File: config.mk
export PLATFORM = sky130hd
export DESIGN_NAME = plst_cell
export DESIGN_NICKNAME = d
export VERILOG_FILES = /design/src/rtl/core/plst_pkg.sv /design/src/rtl/core/plst_cell.sv
export SDC_FILE = /design/constraint.sdc
export NUM_CORES = 1
export LEC_CHECK = 0
export BUFFER_PORTS_ARGS = -buffer_cell sky130_fd_sc_hd__buf_2
export CAP_MARGIN = 25
export CORE_MARGIN = 2
export CORE_UTILIZATION = 35
export DETAILED_ROUTE_END_ITERATION = 10
export PLACE_DENSITY = 0.83
export SYNTH_ARGS = -nofsm -noshare
export SYNTH_HDL_FRONTEND = slang
export SYNTH_SLANG_ARGS = --single-unit
File: constraint.sdc
create_clock -name clk -period 6 [get_ports clk]
set_input_delay 0.9 -clock clk [delete_from_list [all_inputs] [get_ports clk]]
set_output_delay 0.9 -clock clk [all_outputs]
set_load 0.02 [all_outputs]
File: src/rtl/core/plst_pkg.sv
// ----------------------------------------------------------------------------
// plst_pkg
// Shared types and constants for the positional list store: operation and
// status codes, field widths and the control word that drives the cell row.
// ----------------------------------------------------------------------------
package plst_pkg;

  // Number of entry cells in the row.
  localparam int CAPACITY = 64;

  // Field widths of the request and result transfers.
  localparam int MODE_W  = 3;
  localparam int POS_W   = 7;
  localparam int VAL_W   = 32;
  localparam int STAT_W  = 2;
  localparam int CNTO_W  = 7;

  // Internal widths.
  localparam int IDX_W   = (CAPACITY > 1) ? $clog2(CAPACITY) : 1;
  localparam int CNT_W   = $clog2(CAPACITY + 1);
  localparam int CMP_W0  = (CNT_W > POS_W) ? CNT_W : POS_W;
  localparam int CMP_W   = (CMP_W0 > CNTO_W) ? CMP_W0 : CNTO_W;

  // Read-back reduction: cells are ORed in groups, one register per group.
  localparam int RD_GROUP = 8;
  localparam int NUM_GRP  = (CAPACITY + RD_GROUP - 1) / RD_GROUP;

  typedef enum logic [MODE_W-1:0] {
    MODE_INSERT = 3'd0,
    MODE_REMOVE = 3'd1,
    MODE_GET    = 3'd2,
    MODE_SET    = 3'd3,
    MODE_CLEAR  = 3'd4
  } mode_t;

  typedef enum logic [STAT_W-1:0] {
    ST_DONE  = 2'd0,
    ST_RANGE = 2'd1,
    ST_FULL  = 2'd2
  } status_t;

  typedef logic signed [VAL_W-1:0] value_t;

  // Control word broadcast to every cell for one operation.
  typedef struct packed {
    logic              ins;   // shift up above pos, write value at pos
    logic              rem;   // shift down from pos
    logic              wr;    // overwrite value at pos
    logic [CMP_W-1:0]  pos;
    value_t            val;
  } cell_ctrl_t;

endpackage

File: src/rtl/core/plst_cell.sv
// ----------------------------------------------------------------------------
// plst_cell
// One entry of the list. Takes its left neighbor on insert, its right
// neighbor on remove, and drives its value onto the read bus when selected.
// ----------------------------------------------------------------------------
module plst_cell (
  input  logic                          clk,
  input  logic [plst_pkg::IDX_W-1:0]    idx,
  input  plst_pkg::cell_ctrl_t          ctrl,
  input  plst_pkg::value_t              left,
  input  plst_pkg::value_t              right,
  output plst_pkg::value_t              data,
  output plst_pkg::value_t              rd
);

  logic [plst_pkg::CMP_W-1:0] idx_x;
  logic                       at_pos;
  logic                       above_pos;

  assign idx_x     = plst_pkg::CMP_W'(idx);
  assign at_pos    = (idx_x == ctrl.pos);
  assign above_pos = (idx_x > ctrl.pos);

  always_ff @(posedge clk) begin
    if (ctrl.ins && above_pos) begin
      data <= left;
    end else if ((ctrl.ins || ctrl.wr) && at_pos) begin
      data <= ctrl.val;
    end else if (ctrl.rem && (at_pos || above_pos)) begin
      data <= right;
    end
  end

  assign rd = at_pos ? data : '0;

endmodule

==> flow_results.org, run 1 <==
** Placement
- The placed instances occupy a cell area of 3260 um2.
- Routability-driven placement finished with a final weighted congestion of 0.718.
- DP HPWL :: 4.68 mm
- Port-buffer cells :: 176

** Logic synthesis
- Parity-gate share of the synthesized area counting xor and xnor cells :: 0%
- Of the synthesized area, sequential elements account for 41.5%.
- Dominant cell type by area after synthesis :: sky130_fd_sc_hd__edfxtp_1
- Dominant combinational cell family by area after synthesis :: multiplexers
- Sorting the synthesized cells by area gives the leading types as sky130_fd_sc_hd__edfxtp_1, sky130_fd_sc_hd__mux2_4, sky130_fd_sc_hd__mux2_1.
- Per-instance average area after synthesis :: 13.8 um2
- Counting every instance in the synthesized netlist gives 168.
- Syn. warnings :: 0
- In this run, synthesis produced a sequential element count of 32.
- In this run the cell area of the synthesized design comes to 2310 um2.
- Synthesis produced a netlist with a net count of 287.
- The synthesized netlist devotes 3.24% of its cell area to adder and majority cells.
- The share of synthesized area in the top cell type comes to 41.5%.
- Fraction of synthesized area in multiplexers :: 36.0%
- Number of different library cells in the post-synthesis netlist :: 22
- Post-synthesis compound-gate area fraction :: 2.16%
- Summing the areas of all and, or, nand and nor instances in the mapped netlist gives 12.5% of the synthesized area.

** Status
- The flow ran to the end, and the final reports show no timing, DRC or antenna violations.

** Setup path
- Worst Setup Path Type :: input pin to output pin
- Data arrives at the worst endpoint at 2750 ps.
- Critical Path Sink Type :: output pin
- Most frequent CP cell :: sky130_fd_sc_hd__buf_2
- Count of buffer and inverter cells on the critical path :: 3
- STA classifies the critical path startpoint as an input pin.
- Worst EP required :: 5100 ps
- Crit path cell chain :: buf_2, inv_1, ha_1, nand4b_4, nor2_2, and2_1, buf_2
- In this run the worst path has a maximum fanout of 32.
- In this design, the stage delay of the slowest critical-path cell is 820 ps.
- The kind of cell with the highest combined delay along the critical path is simple AND/OR/NAND/NOR gates.
- The largest individual stage delay along the critical path comes from the cell sky130_fd_sc_hd__nor2_2.

** Floorplanning
- I/O Pins :: 177
- Starting utilization of the core area :: 36.2%
- The die is 85.3 um tall.
- Full die area :: 7280 um2
- Overall die width :: 85.3 um
- The initialized floorplan defines 29 standard-cell rows.
- Core region area :: 6390 um2

** Timing
- Post-layout minimum cycle time :: 3650 ps
- Hold timing on the final database bottoms out at a slack of 917 ps.
- Count of endpoints failing hold in the final timing report :: 0
- For this run, the top clock speed supported by timing is 0.274 GHz.
- Setup violations remaining at the end of the flow were counted as 0.
- The number of slew-limit violations in the final report is 0.
- RSZ-0062 raised after global routing :: false
- In the final timing run, aggregate negative setup slack is 0 ps.
- Max-slew headroom at the worst pin :: 33.4%
- Transition time of the tightest slew-check pin :: 998 ps
- Ratio of final minimum period to clock period :: 60.8%

** Layout
- Number of diodes :: 0
- Growth of design area from synthesis to finish :: 44.2%
- data holds more flip-flops than any other register.
- Post-route cell area :: 3340 um2
- Final Core Density :: 52.3%
- The layout has 577 filler cells.
- In the final layout, the share of cells above drive strength 1 is 65.4%.
- The register with the most flip-flops in the layout has 32 of them.
- Final-stage net count :: 463
- The largest registers in the layout are data (32).

** Route
- Vias per cell :: 4.57
- Via Count :: 1924
- DRC violation count after routing :: 0
- Routed length per instance :: 13.6 um
- Routed wire length :: 5.74 mm
- Detailed-routing iteration count for the pre-antenna-repair pass :: 4
- After the first detailed-routing iteration, the DRC count stood at 33.
- Antenna viol nets, final :: 0

** Global route
- Pin count of the biggest net entering global routing :: 33
- Congestion Overflow GR :: 0
- Global routing used 15.4% of the available tracks across all layers.
- The number of antenna violations at the first check in global routing is 0.
- The first global-routing pass estimated 8.78 mm of wire.
- Via count of the first global-routing pass :: 1976

** Worst hold path
- The path class of the tightest hold or removal check is input pin to flop.
- Along the worst hold path, the cell count comes to 2.
- In this run the most critical hold path is launched from left[27].
- For hold timing, the worst endpoint is data[27]$_DFFE_PP_.

** Clock tree
- H-tree Lvls :: 2
- Buffers inserted to repair hold after CTS numbered 0.
- Total number of clock tree sinks :: 32
- Counting the buffers created by CTS gives 5.
- The cell sitting at the root of the clock tree is a sky130_fd_sc_hd__clkbuf_8.
- Gates resized during post-CTS repair numbered 0.
- Clock transition at path regs :: 70 ps
- Number of post-CTS setup repair buffers :: 0
- Maximum count of clock buffers along a single path :: 2
- Clock tree from TritonCTS :: yes

** Power and ir drop
- The design draws 612 uW.
- Maximum VDD drop :: 0.105 mV
- In this run the static leakage power is 1.74 nW.
- Power per cell area :: 183 nW/um2

** Job
- Max-cap violations :: 0
[placed cells by master, fill, tap and decap left out, types with 4 or more instances in the layout]
cell type | synthesis | final
sky130_fd_sc_hd__a21oi_1 | 4 | 4
sky130_fd_sc_hd__and2_1 | 32 | 32
sky130_fd_sc_hd__buf_2 | 0 | 176
sky130_fd_sc_hd__clkbuf_8 | 0 | 5
sky130_fd_sc_hd__edfxtp_1 | 32 | 32
sky130_fd_sc_hd__ha_1 | 6 | 6
sky130_fd_sc_hd__inv_1 | 7 | 7
sky130_fd_sc_hd__mux2_1 | 30 | 30
sky130_fd_sc_hd__mux2_2 | 4 | 4
sky130_fd_sc_hd__mux2_4 | 30 | 30
[cell type report]
type	count	area [um2]	area share [%]
clock inverters	1	5.00	0.150
inverters	7	26.3	0.787
clock buffers	6	72.6	2.17
flip-flops and latches	32	961	28.8
well taps	77	96.3	2.89
multi-input cells	120	1280	38.4
repair buffers	178	896	26.8
[how the worst max path moves through the flow]
stage / startpoint / to / slack [ps] / cells after the start
finish: ctrl[37] / rd[13] / 2350 / 7
global placement: ctrl[37] / rd[24] / 2370 / 7
CTS: ctrl[37] / rd[12] / 2300 / 7
detailed placement: ctrl[37] / rd[12] / 2310 / 7
floorplan: ctrl[34] / data[0]$_DFFE_PP_ / 2460 / 6
global route: ctrl[35] / rd[13] / 2130 / 7
[power breakdown]
group          switching [mW]  internal (mW)
Sequential             0.0106          0.277
Clock                  0.0762         0.0788
Combinational          0.0840         0.0853
[routing by layer]
layer  vias to the layer above  GRT usage, %  part of all wire [%]
met2                        92          30.0                    54
met4                         0          5.48                   1.9
met5                         -             0                     0
li1                        960             -                     -
met1                       863          15.8                    37
met3                         9          3.40                   7.0
[kinds of logic (layout without fill, tap and decap cells)]
family,after synthesis,after routing
compound gates,7,7
fa+ha+maj,6,6
buf+inv,16,192
flops,32,32
mux,64,64
simple gates,43,43
[synth_stat cells, drive strengths merged]
cell type,number
clkbuf,3
nand3b,1
and2,32
nand2,1
nand4b,1
or2,1
nor2,3
o22ai,1
mux2,64
ha,6
o221ai,1
inv,7
edfxtp,32
nor3,2
buf,6
a21oi,4
nand3,1
o2bb2ai,1
nand2b,1
[metrics by stage]
stage / std cells / worst slack [ps]
finish: 421 / 2350
global placement: 414 / 2370
floorplan: 168 / 2460
detailed placement: 414 / 2310
global route: 421 / 2130
CTS: 421 / 2300
Power figures use the tool's default switching activity.
==> run 2: changes to the inputs <==
==> constraint.sdc (replaced) <==
create_clock -name clk -period 3.4 [get_ports clk]
set_input_delay 0.51 -clock clk [delete_from_list [all_inputs] [get_ports clk]]
set_output_delay 0.51 -clock clk [all_outputs]
set_load 0.02 [all_outputs]
==> flow_results.org, run 2 (synthesized netlist as in run 1, its figures left out) <==
** Clock tree
- Clock tree from TritonCTS :: yes
- Maximum count of clock buffers along a single path :: 2 (unchanged)
- The clock-pin slew on the worst setup and hold paths is 70 ps (about the same).
- Total number of clock tree sinks :: 32 (unchanged)
- The buffer count from post-CTS setup fixing is 0 (unchanged).
- Number of buffers added to fix hold violations after cts :: 0 (unchanged)
- Number of gates resized after cts :: 0 (unchanged)
- Number of CTS-inserted buffers :: 5 (unchanged)
- H-tree Lvls :: 2 (unchanged)
- Clock root buffer :: sky130_fd_sc_hd__clkbuf_8

** Placement
- The number of input and output port buffers inserted is 176 (unchanged).
- Weighted congestion reported at the end of routability-driven placement :: 0.695 (-3.1%)
- The detailed placer's ending HPWL was 4.76 mm (+1.8%).
- The pre-CTS worst setup slack is 712 ps (-1590 ps).

** Global route
- The global router's overall resource usage was 15.5% (+0.18 points).
- The first-pass GRT wire length came to 8.96 mm (+2.1%).
- Congestion Overflow GR :: 0 (unchanged)
- Pin count of the biggest net entering global routing :: 21 (-36%)
- The number of antenna violations at the first check in global routing was 0 (unchanged).
- The via count of the first global-routing pass came to 2023 (+2.4%).

** Layout
- Final-stage net count :: 467 (+0.86%)
- The antenna cell count was 0 (unchanged).
- The fraction of layout instances using a drive strength above 1 came to 65.9% (+0.50 points).
- Leaving out fill and tap cells, the most frequent cell in the layout is sky130_fd_sc_hd__buf_2.
- The largest registers in the layout are data (32).
- Max FFs per register :: 32 (unchanged)
- FILL cells :: 566 (-1.9%)
- Largest reg by FF count :: data
- The top cell types in the final layout, fill and taps aside, are sky130_fd_sc_hd__buf_2, sky130_fd_sc_hd__and2_1, sky130_fd_sc_hd__edfxtp_1, sky130_fd_sc_hd__mux2_1, sky130_fd_sc_hd__mux2_4.
- Growth of design area from synthesis to finish :: 46.8%

** Power and ir drop
- The clock network fraction of total power is 30.4% (+5.1 points).
- Maximum VDD drop :: 0.155 mV (+48%)
- Net Sw Power :: 302 uW (+77%)
- The proportion of power drawn by flip-flops and latches came to 43.7% (-3.3 points).
- Internal power of the cells :: 859 uW (+94%)
- The power per standard cell area came to 341 nW/um2 (+86%).
- LEAKAGE :: 1.77 nW (+2.0%)
- The switching share of power is 26.0% (-1.9 points).
- The combinational fraction of design power came to 25.9% (-1.8 points).

** Route
- Antenna viol nets, final :: 0 (unchanged)
- The average vias per placed instance was 4.59 (+0.37%).
- The count of routing violations after the opening detailed-route iteration was 28 (-15%).
- Routed wire length :: 5.67 mm (-1.1%)
- Detailed-routing iteration count for the pre-antenna-repair pass :: 4 (unchanged)
- The detail-routed net length per standard cell was 13.3 um (-2.2%).
- The detailed-route via count was 1954 (+1.6%).
- DRC violation count after routing :: 0 (unchanged)

** Timing
- The final-report hold violation count is 0 (unchanged).
- The worst path setup slack after routing came to 764 ps (-1590 ps).
- The actual transition at the worst max-transition pin is 513 ps (-485 ps).
- Count of final setup violators :: 0 (unchanged)
- The worst path needs 2640 ps of the cycle, external delays included.
- Max-slew headroom at the worst pin :: 65.7% (+32 points)
- The number of slew-limit violations in the final report came to 0 (unchanged).
- The total negative slack for setup checks came to 0 ps (unchanged).
- RSZ-0062 raised after global routing :: false
- Ratio of final minimum period to clock period :: 77.5%
- Based on the critical path, the design can be clocked at up to 0.379 GHz.

** Floorplanning
- The number of ports placed on the die boundary came to 177 (unchanged).
- Full die area :: 7280 um2 (unchanged)
- Starting utilization of the core area :: 36.2% (unchanged)
- Core region area :: 6390 um2 (unchanged)
- Die extent in y :: 85.3 um (unchanged)
- Overall die width :: 85.3 um (unchanged)
- Row count :: 29 (unchanged)

** Job
- The reported max-cap violation count is 0 (unchanged).

** Status
- The flow ran to the end, and the final reports show no timing, DRC or antenna violations.

** Setup path
- Arrival @ worst endpoint :: 2130 ps (-620 ps)
- STA classifies the critical path endpoint as an output pin.
- The critical path data required time is 2890 ps (-2210 ps).
- CP Max Fanout :: 20 (-38%)
- Critical path launch point type :: input pin
- Worst Setup Path Type :: input pin to output pin

** Worst hold path
- Cell depth of the worst min-delay path :: 2 (unchanged)
- Class of the tightest hold or removal check :: input pin to flop
## run 2: worst paths after layout
check	start	end	slack [ps]
worst max-delay path	ctrl[37]	rd[11]	760
worst min-delay path	left[24]	data[24]$_DFFE_PP_	530
## run 2: metrics by stage
stage / total power [mW] / area (um2) / instances / hold WS, ps / util [%]
after CTS: 1.18 / 3400 / 426 / 516 / 53.2
after detailed placement: 0.821 / 3290 / 418 / 813 / 51.5
after floorplan: 0.693 / 2310 / 168 / 728 / -
final: 1.16 / 3400 / 426 / 528 / 53.2
after global routing: 1.22 / 3400 / 426 / 519 / 53.2
after global placement: 0.813 / 3290 / 418 / 811 / 51.5
## run 2: layer usage
metal | global-route usage (%) | vias up | wire, um
met5 | 0 | - | 0
met4 | 5.48 | 0 | 107
met3 | 4.28 | 8 | 476
met2 | 30.4 | 93 | 3110
met1 | 15.5 | 887 | 1980
li1 | - | 966 | -
## run 2: worst max-delay path: stages
cell and delay [ps]:
sky130_fd_sc_hd__buf_2 70, sky130_fd_sc_hd__inv_1 30, sky130_fd_sc_hd__ha_1 320, sky130_fd_sc_hd__nand4b_4 190, sky130_fd_sc_hd__nor2_2 390, sky130_fd_sc_hd__buf_4 280
sky130_fd_sc_hd__and2_1 150, sky130_fd_sc_hd__buf_2 170
## run 2: layout make-up
type                    count  area [um2]  area share (%)
multi-input cells         120        1280            37.7
flip-flops and latches     32         961            28.3
repair buffers            182         926            27.2
well taps                  77        96.3            2.84
clock buffers               6        72.6            2.14
clock inverters             2        35.0            1.03
inverters                   7        26.3           0.773
## run 2: power groups by stage
stage | sequential (mW) | clock, mW | combinational [mW]
finish | 0.507 | 0.353 | 0.301
global route | 0.513 | 0.379 | 0.326
CTS | 0.508 | 0.367 | 0.307
detailed placement | 0.516 | 0 | 0.305
global placement | 0.514 | 0 | 0.299
floorplan | 0.569 | 0 | 0.124
==> run 3: changes to the inputs <==
--- a/config.mk
+++ b/config.mk
@@ -10,7 +10,7 @@
 export CORE_MARGIN = 2
 export CORE_UTILIZATION = 35
 export DETAILED_ROUTE_END_ITERATION = 10
-export PLACE_DENSITY = 0.83
+export PLACE_DENSITY = 0.86
 export SYNTH_ARGS = -nofsm -noshare
 export SYNTH_HDL_FRONTEND = slang
 export SYNTH_SLANG_ARGS = --single-unit
==> constraint.sdc (replaced) <==
create_clock -name clk -period 2.4 [get_ports clk]
set_input_delay 0.36 -clock clk [delete_from_list [all_inputs] [get_ports clk]]
set_output_delay 0.36 -clock clk [all_outputs]
set_load 0.02 [all_outputs]
==> flow_results.org, run 3 (synthesized netlist as in run 1, its figures left out) <==
** Clock tree
- The clock sink count was 32 (unchanged).
- The deepest clock path buffer count came to 2 (unchanged).
- The number of buffers added to fix hold violations after cts was 0 (unchanged).
- Clock tree from TritonCTS :: yes
- Number of CTS-inserted buffers :: 5 (unchanged)
- The number of gates resized after cts is 0 (unchanged).
- Number of post-CTS setup repair buffers :: 0 (unchanged)
- The cell sitting at the root of the clock tree is a sky130_fd_sc_hd__clkbuf_8.
- The H-tree depth was 2 (unchanged).
- The clock-pin slew on the worst setup and hold paths came to 60 ps (about the same).

** Floorplanning
- I/O Pins :: 177 (unchanged)
- The area of the die was 7280 um2 (unchanged).
- Row count :: 29 (unchanged)
- Die extent in y :: 85.3 um (unchanged)
- The die extent in x was 85.3 um (unchanged).
- Core region area :: 6390 um2 (unchanged)
- The effective utilization at floorplan was 36.2% (unchanged).

** Route
- Routed length per instance :: 13.7 um (+3.0%)
- DRC violation count after routing :: 0 (unchanged)
- Routed wire length :: 5.88 mm (+3.7%)
- The count of routing violations after the opening detailed-route iteration came to 49 (+75%).
- The detailed-route via count is 1985 (+1.6%).
- Detailed-routing iteration count for the pre-antenna-repair pass :: 4 (unchanged)
- The average vias per placed instance is 4.63 (+0.88%).
- The post-detailed-route count of antenna-violating nets came to 0 (unchanged).

** Power and ir drop
- The total power is 1.55 mW (+33%).
- The maximum VDD drop is 0.204 mV (+32%).
- LEAKAGE :: 1.79 nW (+0.92%)
- The power per standard cell area came to 449 nW/um2 (+31%).

** Layout
- Growth of design area from synthesis to finish :: 48.8%
- Number of diodes :: 0 (unchanged)
- Final Core Density :: 53.9% (+0.71 points)
- Share of cells above drive strength 1 :: 65.6% (-0.28 points)
- The largest registers in the layout are data (32).
- Largest reg by FF count :: data
- The post-layout net count is 470 (+0.64%).
- The library cells used most frequently in the layout, excluding fill and tap cells, are sky130_fd_sc_hd__buf_2, sky130_fd_sc_hd__and2_1, sky130_fd_sc_hd__edfxtp_1, sky130_fd_sc_hd__mux2_1, sky130_fd_sc_hd__mux2_4.
- The cell area after layout was 3440 um2 (+1.3%).
- Leaving out fill and tap cells, the most frequent cell in the layout is sky130_fd_sc_hd__buf_2.
- The flip-flop count of the largest register after layout was 32 (unchanged).
- Non-filler instance count after layout :: 429 (+0.70%)

** Timing
- The actual transition at the worst max-transition pin came to 950 ps (+437 ps).
- Ratio of final minimum period to clock period :: 89.6%
- Derived from the worst setup path, the maximum achievable clock frequency is 0.465 GHz.
- Max-slew headroom at the worst pin :: 36.5% (-29 points)
- The worst path setup slack after routing is 249 ps (-515 ps).
- Post-layout minimum cycle time :: 2150 ps
- Final setup TNS :: 0 ps (unchanged)
- The number of slew-limit violations in the final report was 0 (unchanged).
- The number of setup violations in the final report is 0 (unchanged).
- Count of endpoints failing hold in the final timing report :: 0 (unchanged)
- Worst hold margin :: 382 ps (-146 ps)
- RSZ-0062 raised after global routing :: false

** Setup path
- Arrival @ worst endpoint :: 1790 ps (-340 ps)
- Stages on the worst setup path :: 8 (unchanged)
- Critical path launch point type :: input pin
- Cell family with the largest share of critical-path delay :: buffers and inverters
- The slowest stage of the critical path belongs to the cell sky130_fd_sc_hd__ha_1.
- Slowest cell delay on critical path :: 330 ps (-60 ps)
- The most critical setup path has its startpoint at idx[5].
- The critical path buffer and inverter count was 4 (unchanged).
- Worst Setup Path Type :: input pin to output pin
- Critical Path Sink Type :: output pin
- CP Max Fanout :: 22 (+10%)
- Worst EP required :: 2040 ps (-850 ps)
- Walking the worst path, the cells encountered are buf_2, ha_1, nand4b_4, buf_4, nor2_2, buf_4, and2_1, buf_2.

** Global route
- Pin count of the biggest net entering global routing :: 33 (+57%)
- Congestion Overflow GR :: 0 (unchanged)
- The first-pass GRT wire length was 9.25 mm (+3.2%).
- The number of antenna violations at the first check in global routing is 0 (unchanged).
- The via count of the first global-routing pass is 2031 (+0.40%).
- GRT Overall Usage :: 16.0% (+0.47 points)

** Placement
- DP HPWL :: 4.92 mm (+3.3%)
- Placed cells :: 421 (+0.72%)
- Total cell area at the placement stage :: 3360 um2 (+2.2%)
- The number of input and output port buffers inserted was 176 (unchanged).
- The pre-CTS worst setup slack is 78.2 ps (-634 ps).
- The final weighted congestion in routability-driven placement was 0.769 (+11%).

** Status
- The run finished with clean final reports.

** Worst hold path
- In this run the most critical hold path is launched from left[29].
- Cell depth of the worst min-delay path :: 2 (unchanged)
- The worst hold path belongs to the class input pin to flop.

** Job
- The reported max-cap violation count was 0 (unchanged).
run 3: changes by cell type in the layout (fill, tap and decap cells not counted):
cell / before / now
sky130_fd_sc_hd__clkinv_1: 0 / 1
sky130_fd_sc_hd__buf_4: 6 / 5
sky130_fd_sc_hd__clkinv_2: 1 / 0
sky130_fd_sc_hd__buf_12: 0 / 4
sky130_fd_sc_hd__bufinv_16: 1 / 0
sky130_fd_sc_hd__clkbuf_1: 1 / 2
run 3: layout make-up:
cell class	instances	area [um2]
tap	77	96.3
multi-input combinational	120	1280
timing repair buffer	185	998
clock buffer	7	76.3
sequential	32	961
clock inverter	1	3.75
fill	578	2940
inverter	7	26.3
run 3: final timing paths:
kind,slack (ps),to
max,250,rd[8]
min,380,data[29]$_DFFE_PP_
run 3: power breakdown:
group,leakage [nW],switching [mW],internal [mW]
combinational,1.45,0.215,0.224
clock,0.0399,0.184,0.202
sequential,0.296,0.0273,0.694
total,1.79,0.426,1.12
run 3: per-layer routing:
metal  track usage, %  routed length, um  vias up
met1             15.3               2000      911
met3             3.02                353       11
met5                0                  0        -
met2             32.9               3420       90
li1                 -                  -      973
met4             5.92                104        0
